$ cat config.mk
export PLATFORM = sky130hd
export DESIGN_NAME = double_ended_queue_core
export DESIGN_NICKNAME = d
export VERILOG_FILES = /design/src/dq_pkg.sv /design/src/dq_store.sv /design/src/dq_ctrl.sv /design/src/double_ended_queue_core.sv
export SDC_FILE = /design/constraint.sdc
export NUM_CORES = 2
export LEC_CHECK = 0
export BUFFER_PORTS_ARGS = -buffer_cell sky130_fd_sc_hd__buf_4
export CAP_MARGIN = 5
export CELL_PAD_IN_SITES_DETAIL_PLACEMENT = 1
export CELL_PAD_IN_SITES_GLOBAL_PLACEMENT = 2
export CORE_MARGIN = 5
export CORE_UTILIZATION = 35
export DETAILED_ROUTE_END_ITERATION = 8
export PLACE_DENSITY = 0.6
export SKIP_LAST_GASP = 1
export SLEW_MARGIN = 20
export SYNTH_ARGS = -nofsm -noshare
export SYNTH_HDL_FRONTEND = slang
export SYNTH_HIERARCHICAL = 1
export SYNTH_SLANG_ARGS = --single-unit
$ cat constraint.sdc
create_clock -name clk_i -period 6.9 [get_ports clk_i]
set_input_delay 0.69 -clock clk_i [delete_from_list [all_inputs] [get_ports clk_i]]
set_output_delay 0.69 -clock clk_i [all_outputs]
set_load 0.005 [all_outputs]
$ cat src/dq_pkg.sv
package dq_pkg;

  // Widths of the item fields
  localparam int unsigned WordW   = 32;
  localparam int unsigned OpW     = 3;
  localparam int unsigned StatusW = 2;
  localparam int unsigned FillW   = 7;

  typedef logic signed [WordW-1:0] word_t;
  typedef logic [OpW-1:0]          op_t;
  typedef logic [StatusW-1:0]      status_t;
  typedef logic [FillW-1:0]        fill_t;

  // Operation codes
  localparam op_t OP_PUSH_BACK  = 3'd0;
  localparam op_t OP_PUSH_FRONT = 3'd1;
  localparam op_t OP_POP_BACK   = 3'd2;
  localparam op_t OP_POP_FRONT  = 3'd3;
  localparam op_t OP_SHOW       = 3'd4;

  // Status codes
  localparam status_t STAT_OK    = 2'd0;
  localparam status_t STAT_EMPTY = 2'd1;
  localparam status_t STAT_FULL  = 2'd2;

endpackage

$ cat src/dq_store.sv
module dq_store #(
  parameter int unsigned DEPTH = 64,
  parameter int unsigned AW    = 6
) (
  input  logic          clk_i,
  input  logic          we_i,
  input  logic [AW-1:0] waddr_i,
  input  dq_pkg::word_t wdata_i,
  input  logic          re_i,
  input  logic [AW-1:0] raddr_i,
  output dq_pkg::word_t rdata_o
);

  dq_pkg::word_t mem [DEPTH];
  dq_pkg::word_t rdata_q;

  // Write one entry
  always_ff @(posedge clk_i) begin
    if (we_i) begin
      mem[waddr_i] <= wdata_i;
    end
  end

  // Register the read data
  always_ff @(posedge clk_i) begin
    if (re_i) begin
      rdata_q <= mem[raddr_i];
    end
  end

  assign rdata_o = rdata_q;

endmodule

$ cat src/dq_ctrl.sv
module dq_ctrl #(
  parameter int unsigned CAPACITY = 64,
  parameter int unsigned AW       = 6,
  parameter int unsigned CW       = 7
) (
  input  logic            clk_i,
  input  logic            rst_ni,
  input  logic            start_i,
  output logic            busy_o,
  input  dq_pkg::op_t     operation_i,
  input  dq_pkg::word_t   value_i,
  output logic            strobe_o,
  output dq_pkg::status_t status_o,
  output dq_pkg::word_t   element_o,
  output dq_pkg::fill_t   fill_count_o,
  output logic            last_o,
  output logic            we_o,
  output logic [AW-1:0]   waddr_o,
  output dq_pkg::word_t   wdata_o,
  output logic            re_o,
  output logic [AW-1:0]   raddr_o,
  input  dq_pkg::word_t   rdata_i
);

  localparam int unsigned SW = CW + 1;
  localparam logic ST_IDLE = 1'b0;
  localparam logic ST_SHOW = 1'b1;

  logic            state_q, state_d;
  logic [AW-1:0]   front_q, front_d;
  logic [CW-1:0]   count_q, count_d;
  logic [AW-1:0]   rptr_q, rptr_d;
  logic [CW-1:0]   rem_q, rem_d;
  logic            valid_q, valid_d;
  logic            show_q, show_d;
  logic            last_q, last_d;
  dq_pkg::status_t status_q, status_d;
  dq_pkg::fill_t   fill_q, fill_d;

  logic            accept;
  logic            full, empty;
  logic [SW-1:0]   back_sum;
  logic [AW-1:0]   back_slot;

  function automatic logic [AW-1:0] slot_inc(input logic [AW-1:0] p);
    slot_inc = (p == AW'(CAPACITY - 1)) ? '0 : AW'(p + 1'b1);
  endfunction

  function automatic logic [AW-1:0] slot_dec(input logic [AW-1:0] p);
    slot_dec = (p == '0) ? AW'(CAPACITY - 1) : AW'(p - 1'b1);
  endfunction

  assign accept = start_i && (state_q == ST_IDLE);
  assign busy_o = (state_q == ST_SHOW);
  assign full   = (count_q == CW'(CAPACITY));
  assign empty  = (count_q == '0);

  // Wrap front plus count into the slot behind the back word
  assign back_sum  = SW'(front_q) + SW'(count_q);
  assign back_slot = (back_sum >= SW'(CAPACITY)) ? AW'(back_sum - SW'(CAPACITY))
                                                 : AW'(back_sum);

  assign wdata_o = value_i;

  // Decode the item or advance the show walk
  always_comb begin
    state_d  = state_q;
    front_d  = front_q;
    count_d  = count_q;
    rptr_d   = rptr_q;
    rem_d    = rem_q;
    valid_d  = 1'b0;
    show_d   = 1'b0;
    last_d   = 1'b1;
    status_d = dq_pkg::STAT_OK;
    fill_d   = dq_pkg::FillW'(count_q);
    we_o     = 1'b0;
    waddr_o  = back_slot;
    re_o     = 1'b0;
    raddr_o  = front_q;

    if (accept) begin
      case (operation_i)
        dq_pkg::OP_PUSH_BACK: begin
          valid_d = 1'b1;
          if (full) begin
            status_d = dq_pkg::STAT_FULL;
          end else begin
            we_o    = 1'b1;
            waddr_o = back_slot;
            count_d = CW'(count_q + 1'b1);
            fill_d  = dq_pkg::FillW'(count_d);
          end
        end
        dq_pkg::OP_PUSH_FRONT: begin
          valid_d = 1'b1;
          if (full) begin
            status_d = dq_pkg::STAT_FULL;
          end else begin
            we_o    = 1'b1;
            waddr_o = slot_dec(front_q);
            front_d = slot_dec(front_q);
            count_d = CW'(count_q + 1'b1);
            fill_d  = dq_pkg::FillW'(count_d);
          end
        end
        dq_pkg::OP_POP_BACK: begin
          valid_d = 1'b1;
          if (empty) begin
            status_d = dq_pkg::STAT_EMPTY;
          end else begin
            count_d = CW'(count_q - 1'b1);
            fill_d  = dq_pkg::FillW'(count_d);
          end
        end
        dq_pkg::OP_POP_FRONT: begin
          valid_d = 1'b1;
          if (empty) begin
            status_d = dq_pkg::STAT_EMPTY;
          end else begin
            front_d = slot_inc(front_q);
            count_d = CW'(count_q - 1'b1);
            fill_d  = dq_pkg::FillW'(count_d);
          end
        end
        dq_pkg::OP_SHOW: begin
          if (empty) begin
            valid_d  = 1'b1;
            status_d = dq_pkg::STAT_EMPTY;
          end else begin
            re_o    = 1'b1;
            raddr_o = front_q;
            show_d  = 1'b1;
            last_d  = (count_q == CW'(1));
            rptr_d  = slot_inc(front_q);
            rem_d   = CW'(count_q - 1'b1);
            if (count_q != CW'(1)) begin
              state_d = ST_SHOW;
            end
          end
        end
        default: begin
          valid_d = 1'b1;
        end
      endcase
    end else if (state_q == ST_SHOW) begin
      // Read the next word, one per cycle, until none remain
      re_o    = 1'b1;
      raddr_o = rptr_q;
      show_d  = 1'b1;
      last_d  = (rem_q == CW'(1));
      rptr_d  = slot_inc(rptr_q);
      rem_d   = CW'(rem_q - 1'b1);
      if (rem_q == CW'(1)) begin
        state_d = ST_IDLE;
      end
    end
  end

  // Hold pointers, count and the result registers
  always_ff @(posedge clk_i or negedge rst_ni) begin
    if (!rst_ni) begin
      state_q  <= ST_IDLE;
      front_q  <= '0;
      count_q  <= '0;
      rptr_q   <= '0;
      rem_q    <= '0;
      valid_q  <= 1'b0;
      show_q   <= 1'b0;
      last_q   <= 1'b0;
      status_q <= dq_pkg::STAT_OK;
      fill_q   <= '0;
    end else begin
      state_q  <= state_d;
      front_q  <= front_d;
      count_q  <= count_d;
      rptr_q   <= rptr_d;
      rem_q    <= rem_d;
      valid_q  <= valid_d;
      show_q   <= show_d;
      last_q   <= last_d;
      status_q <= status_d;
      fill_q   <= fill_d;
    end
  end

  // Drive the result; shown words come straight from the read register
  assign strobe_o     = valid_q || show_q;
  assign status_o     = status_q;
  assign element_o    = show_q ? rdata_i : '0;
  assign fill_count_o = fill_q;
  assign last_o       = last_q;

endmodule

$ cat src/double_ended_queue_core.sv
// Double-ended queue of signed 32-bit words in a circular single-port-read memory.
// Push, pop and unused codes: result registered, in the cycle after start; one item per cycle while not busy.
// Show of N words: N results on consecutive cycles, the first in the cycle after start;
// busy stays high while words remain to be read, set by the one read port of the element memory.
// The receiver cannot stall. Reset (rst_ni low, asynchronous) empties the queue;
// memory contents are not cleared.
module double_ended_queue_core #(
  parameter int unsigned CAPACITY = 64
) (
  input  logic            clk_i,
  input  logic            rst_ni,
  input  logic            start_i,
  output logic            busy_o,
  input  dq_pkg::op_t     operation_i,
  input  dq_pkg::word_t   value_i,
  output logic            strobe_o,
  output dq_pkg::status_t status_o,
  output dq_pkg::word_t   element_o,
  output dq_pkg::fill_t   fill_count_o,
  output logic            last_o
);

  localparam int unsigned AW = (CAPACITY > 1) ? $clog2(CAPACITY) : 1;
  localparam int unsigned CW = $clog2(CAPACITY + 1);

  logic          we, re;
  logic [AW-1:0] waddr, raddr;
  dq_pkg::word_t wdata, rdata;

  dq_ctrl #(
    .CAPACITY(CAPACITY),
    .AW      (AW),
    .CW      (CW)
  ) u_ctrl (
    .clk_i       (clk_i),
    .rst_ni      (rst_ni),
    .start_i     (start_i),
    .busy_o      (busy_o),
    .operation_i (operation_i),
    .value_i     (value_i),
    .strobe_o    (strobe_o),
    .status_o    (status_o),
    .element_o   (element_o),
    .fill_count_o(fill_count_o),
    .last_o      (last_o),
    .we_o        (we),
    .waddr_o     (waddr),
    .wdata_o     (wdata),
    .re_o        (re),
    .raddr_o     (raddr),
    .rdata_i     (rdata)
  );

  dq_store #(
    .DEPTH(CAPACITY),
    .AW   (AW)
  ) u_store (
    .clk_i  (clk_i),
    .we_i   (we),
    .waddr_i(waddr),
    .wdata_i(wdata),
    .re_i   (re),
    .raddr_i(raddr),
    .rdata_o(rdata)
  );

`ifndef SYNTHESIS
  // Every non-show item answers with a single final result in the next cycle
  assert property (@(posedge clk_i) disable iff (!rst_ni)
    (start_i && !busy_o && operation_i != dq_pkg::OP_SHOW) |=> (strobe_o && last_o))
    else $error("non-show item did not answer in one cycle");

  // A full report only comes with a full queue
  assert property (@(posedge clk_i) disable iff (!rst_ni)
    (strobe_o && status_o == dq_pkg::STAT_FULL) |-> (fill_count_o == CAPACITY))
    else $error("full status with queue not full");

  // Fill count never exceeds capacity
  assert property (@(posedge clk_i) disable iff (!rst_ni)
    strobe_o |-> (fill_count_o <= CAPACITY))
    else $error("fill count above capacity");

  // While a show walk runs, its final result has not yet appeared
  assert property (@(posedge clk_i) disable iff (!rst_ni)
    busy_o |-> !(strobe_o && last_o))
    else $error("final result while still busy");
`endif

endmodule

### Word-level counts from Yosys, hierarchy flattened

Memory sizes are Yosys's and may differ from the RTL's. A register that Yosys moved wholly into a read port is not among the register bits.
Index checks and enable logic that the tools add are counted.

* register bits after elaboration: 32
* bits in writable memories: 2048
* memories: 1

* $add $sub $neg: 8
* magnitude comparators: 1
* equal/unequal tests: 17
* multiplexer cells: 48
* bitwise operators: 1
* reduce and logical (&&, ||, !) cells: 15

Memory list
* u_store.mem: words 64, bits a word 32, read ports 1, clocked after memory_dff 1, wr ports 1, RTL line dq_store.sv:14 `dq_pkg::word_t mem [DEPTH];`

Operators by type and width (number)
* 2-to-1 mux 6 bit: 14
* 2-to-1 mux 7 bit: 5
* 2-to-1 mux 32 bit: 1
* 2-to-1 mux 1 bit: 23
* equality test 7 x 1 -> 1 bit, second input constant: 2
* != test 2 bit, second input constant: 7
* case mux 7 bit (2 select lines): 1
* subtractor 7 x 1 -> 7 bit, second input constant: 2
* adder 6 x 1 -> 6 bit, second input constant: 2
* equality test 6 bit, second input constant: 2
* case mux 6 bit (2 select lines): 1
* subtractor 6 x 1 -> 6 bit, second input constant: 2
* adder 6 x 7 -> 8 bit: 1
* >= comparator 8 x 7 -> 1 bit, second input constant: 1
* AND reduction 4 bit: 2
* adder 7 x 1 -> 7 bit, second input constant: 1
* equality test 7 bit, second input constant: 1
* zero test 7 bit: 1
* != test 7 x 1 -> 1 bit, second input constant: 1
* equality test 3 x 2 -> 1 bit, second input constant: 2
* zero test 6 bit: 1
* AND reduction 3 bit: 2
* nonzero test 2 bit: 3
* 2-to-1 mux 2 bit: 2
* 9 further kinds: 10

### Logic depth before layout (Yosys ltp)

* word-level depth: 6
* depth in mapped cells: 14

### Hierarchy

Netlist, hierarchy kept.

Modules (own cells, without submodules)
* dq_store: times used 1, cells an instance 3324, area an instance 78835.6 µm²
* dq_ctrl: times used 1, cells an instance 376, area an instance 2987.9 µm²

### Least setup slack after synthesis

OpenSTA, ideal clock, no wires.

* path kind: register to register
* start: reg, netlist name u_ctrl/fill_count_o[0]
* end: mem u_store/mem[49][0] in the netlist's numbering (enable)
* library setup time: 0.461 ns
* arrival time: 4.480 ns
* data required time: 6.439 ns
* setup slack: 1.959 ns
* stages on the path, launching flop included: 10
* path buffers: 1
* clock period less this slack: 4.941 ns
* cell sequence: dfrtp_1 -> inv_1 -> ha_1 -> nor3b_4 -> a311oi_1 -> buf_2 -> nor2_1 -> a31oi_1 -> nand4_1 -> nor3_1

RTL lines (RTL line)
* end: declaration: dq_store.sv:14

### Worst setup path in the final report

* start: reg u_ctrl.front_q[2]
* end: mem u_store/mem[31][16] in the netlist's numbering (enable)

* word-level cells in the longest chain between the ends: 6
* elaborated cells between the ends (all ways): 10
* those cells by class: add/sub: 3; order compare: 1; mux: 5; reduce/logical: 1

Ends and longest elaborated chain
* start: declaration: RTL line dq_ctrl.sv:30 `logic [AW-1:0] front_q, front_d;`
* start signal: assignment: RTL line dq_ctrl.sv:175 `front_q <= front_d;`
* adder 6 x 7 -> 8 bit: RTL line dq_ctrl.sv:59 `assign back_sum = SW'(front_q) + SW'(count_q);`
* >= comparator 8 x 7 -> 1 bit / subtractor 6 x 1 -> 6 bit (equally long branches): RTL line dq_ctrl.sv:60 `assign back_slot = (back_sum >= SW'(CAPACITY)) ? AW'(back_sum - SW'(CAPACITY))`
* 2-to-1 mux 6 bit: RTL line dq_ctrl.sv:60
* 2-to-1 mux 6 bit: RTL line dq_ctrl.sv:97 `if (full) begin`
* 2-to-1 mux 6 bit
* 2-to-1 mux 6 bit (*): RTL line dq_ctrl.sv:82 `if (accept) begin`
* via waddr[5]: RTL line double_ended_queue_core.sv:27 `logic [AW-1:0] waddr, raddr;`

Mark *: on every way through the listed nets, which the timed path passes. The rest lies on a longest branch.

==> impl_metrics.env <==
export IMPL_status="finished clean"
export IMPL_grt_pass1_vias=41500
export IMPL_grt_max_degree=83
export IMPL_cts_root_buffer_cell="clkbuf_16"
export IMPL_wl_per_cell_um=32.3
export IMPL_ys_seq_area_share_pct=77.3
export IMPL_post_route_period_util_pct=77.9
export IMPL_slew_violations=0
export IMPL_synthesis_area_mm2=0.0818
export IMPL_yosysTopAreaCellShare_pct=76.3
export IMPL_layout_drive_gt1_share_pct=27.9
export IMPL_grt_overflow=0
export IMPL_synth_common_cells="edfxtp_1, mux4_2, nor2_1"
export IMPL_crit_type="reg -> reg"
export IMPL_cp_start_kind="flip-flop"
export IMPL_rsz0062_at_grt="no"
export IMPL_slew_headroom_pct=24.4
export IMPL_numCtsBuffers=215
export IMPL_synth_nets=3753
export IMPL_grt_total_usage_pct=18.8
export IMPL_cap_violations=0
export IMPL_worst_path_max_fanout=24
export IMPL_area_delta_synth_final_pct=14.4
export IMPL_hp_class="in -> reg"
export IMPL_core_area_mm2=0.233
export IMPL_cp_num_buf_inv=1
export IMPL_ir_worst_vdd_mv=0.375
export IMPL_grt_pass1_wl_um=327000
export IMPL_crit_path_cell_trace="ha_1, o21ai_0, or4b_2, o2111ai_1, mux2i_1, nand3_1, nand3b_1, nor2_4, buf_4"
export IMPL_synth_enable_flop_cells=2080
export IMPL_clock_latency_ns=0.87
export IMPL_power_leakage_uw=0.0289
export IMPL_finalSetupTns_ns=0
export IMPL_hpwl_um=139000
export IMPL_post_cts_buffers=0
export IMPL_drt_iter0_drc=3542
export IMPL_synthCells=3700
export IMPL_start_util_pct=35.2
export IMPL_finClkSkew_ns=0.0431
export IMPL_final_cell_count_no_fill=7128
export IMPL_rows=177
export IMPL_ys_flop_type="edfxtp_1"
export IMPL_vias=39300
export IMPL_fin_nets=3958
export IMPL_slowest_stage="nor2_4"
export IMPL_htree_levels=4
export IMPL_synth_largest_area_cell="edfxtp_1"
export IMPL_max_stage_delay_ns=0.94
export IMPL_post_route_util_pct=40.2
export IMPL_drcViolationCount=0
export IMPL_arrival_ns=5.93
export IMPL_finalHoldViolations=0
export IMPL_ios=82
export IMPL_synth_cell_type_count=64
export IMPL_avgViaCountPerCell=5.51
export IMPL_synth_seq_cells=2112
export IMPL_min_period_ns=5.37
export IMPL_cp_required_ns=7.45
export IMPL_worst_pin_slew_ns=1.13
export IMPL_yosys_cell_count_top_type="edfxtp_1"
export IMPL_setup_viol=0
export IMPL_hold_worst_slack_ns=0.194
export IMPL_r2r_setup_slack_ns=1.53
export IMPL_fin_area_mm2=0.0936
export IMPL_chipHeight_um=494
export IMPL_first_pass_iters=7
export IMPL_cts_tree="done"
export IMPL_syn_avg_cell_area_um2=22.1
export IMPL_fillers=21700
export IMPL_place_inst=6728
export IMPL_yosysWarningCount=6
export IMPL_totalWireLength_um=230000
export IMPL_place_congestion=0.772
export IMPL_synthTopCellsByArea="edfxtp_1, mux4_2, mux2i_1"
export IMPL_fmax_mhz=186
export IMPL_synthArstFlopShare_pct=1.52
export IMPL_placed_area_mm2=0.0869
export IMPL_antenna_left=0
export IMPL_critical_path_top_delay_family="simple AND/OR/NAND/NOR gates"
export IMPL_cts_sinks=2112
export IMPL_cts_path_max_buffers=3
export IMPL_dieArea_mm2=0.244
export IMPL_cts_reportedPaths_clkPinSlew_ns=0.06
export IMPL_numPortBuffers=81
export IMPL_grt_antenna_before_repair=20
export IMPL_powerDensity_mw_per_mm2=429
export IMPL_die_x_um=494
export IMPL_cp_end_kind="flip-flop"
-- final timing paths --
kind                                                    start                             to  depth (start not counted)
worst max-delay path            u_ctrl/front_q[2]$_DFFE_PN0P_  u_store/mem[31][16]$_DFFE_PP_                          9
worst min-delay path                               value_i[2]   u_store/mem[41][2]$_DFFE_PP_                          1
worst max register to register  u_ctrl/front_q[2]$_DFFE_PN0P_  u_store/mem[31][16]$_DFFE_PP_                          9
worst min register to register    u_ctrl/rem_q[6]$_DFFE_PN0P_    u_ctrl/rem_q[6]$_DFFE_PN0P_                          1
max in group asynchronous                              rst_ni        u_ctrl/show_q$_DFF_PN0_                          2
min in group asynchronous                              rst_ni  u_ctrl/front_q[3]$_DFFE_PN0P_                          2
-- cell families (layout without fill, tap and decap cells) --
| logic type | Yosys count | after routing | share of synthesized area (%) |
|---|---|---|---|
| flip-flops | 2112 | 2112 | 77.3 |
| AND/OR/NAND/NOR | 361 | 361 | 2.12 |
| buffers and inverters | 251 | 629 | 1.57 |
| other | 0 | 7 | 0 |
| XOR/XNOR | 24 | 24 | 0.257 |
| adder cells (fa/ha/maj) | 15 | 15 | 0.239 |
| AO/OA/AOI/OAI | 292 | 292 | 2.28 |
| multiplexers | 645 | 645 | 16.2 |
-- stage by stage --
step / worst slack [ns] / power [uW]
global placement: 1.61 / 29400
detailed placement: 1.60 / 29500
finish: 1.53 / 40100
CTS: 1.55 / 40700
floorplan: 1.96 / 23800
global route: 1.42 / 41800
-- report_power, final --
group | internal, uW | switching (uW) | total, uW
clock | 6230 | 4910 | 11100
combinational | 5730 | 8510 | 14200
sequential | 14400 | 294 | 14700
-- what timing repair did --
action                    CTS  global route
hold buffers                1             0
gates resized for setup     0             0
hold endpoints to repair   32             0
-- cells in the final DEF, fill, tap and decap left out, types with 14 or more instances in the layout --
master / Yosys / layout
a21oi_1: 91 / 91
and2_1: 34 / 34
buf_12: 0 / 17
buf_4: 57 / 203
clkbuf_1: 88 / 62
clkbuf_16: 0 / 219
clkinv_1: 0 / 48
clkinv_2: 0 / 29
dfrtp_1: 32 / 31
edfxtp_1: 2080 / 2080
ha_1: 14 / 14
inv_1: 14 / 14
mux2i_1: 98 / 98
mux4_2: 544 / 544
nand2_1: 51 / 51
nand3_1: 15 / 15
nor2_1: 169 / 106
nor2_4: 0 / 62
nor2b_1: 16 / 16
nor3_1: 16 / 14
o21ai_0: 25 / 22
o221ai_1: 27 / 27
o22ai_1: 87 / 87
xnor2_1: 15 / 15
-- cell type report --
type | instances | area (um2) | share of cell area [%]
Timing Repair Buffer | 224 | 1960 | 2.09
Inverter | 15 | 56.3 | 0.0602
Tap cell | 3043 | 3810 | 4.07
Clock inverter | 106 | 892 | 0.953
Clock buffer | 284 | 5750 | 6.15
Antenna cell | 7 | 17.5 | 0.0187
Multi-Input combinational cell | 1337 | 17800 | 19.1
Sequential cell | 2112 | 63300 | 67.6
-- registers in the layout (all words and copies together), names as in the netlist --
| register | cells |
|---|---|
| u_ctrl/fill_count_o | 7 |
| u_ctrl/show_q | 1 |
| u_ctrl/last_o | 1 |
| u_ctrl/rem_q | 7 |
| u_ctrl/status_o | 2 |
| u_ctrl/valid_q | 1 |
| u_store/mem | 2048 |
| u_ctrl/busy_o | 1 |
| u_ctrl/front_q | 6 |
| u_store/rdata_o | 32 |
| u_ctrl/rptr_q | 6 |
-- metal layers --
layer | GRT usage (%) | part of all wire [%]
met1 | 26.8 | 44
met2 | 30.4 | 48
met3 | 3.27 | 5.8
met4 | 4.31 | 2.0
met5 | 0 | 0.0091
Power figures use the tool's default switching activity.
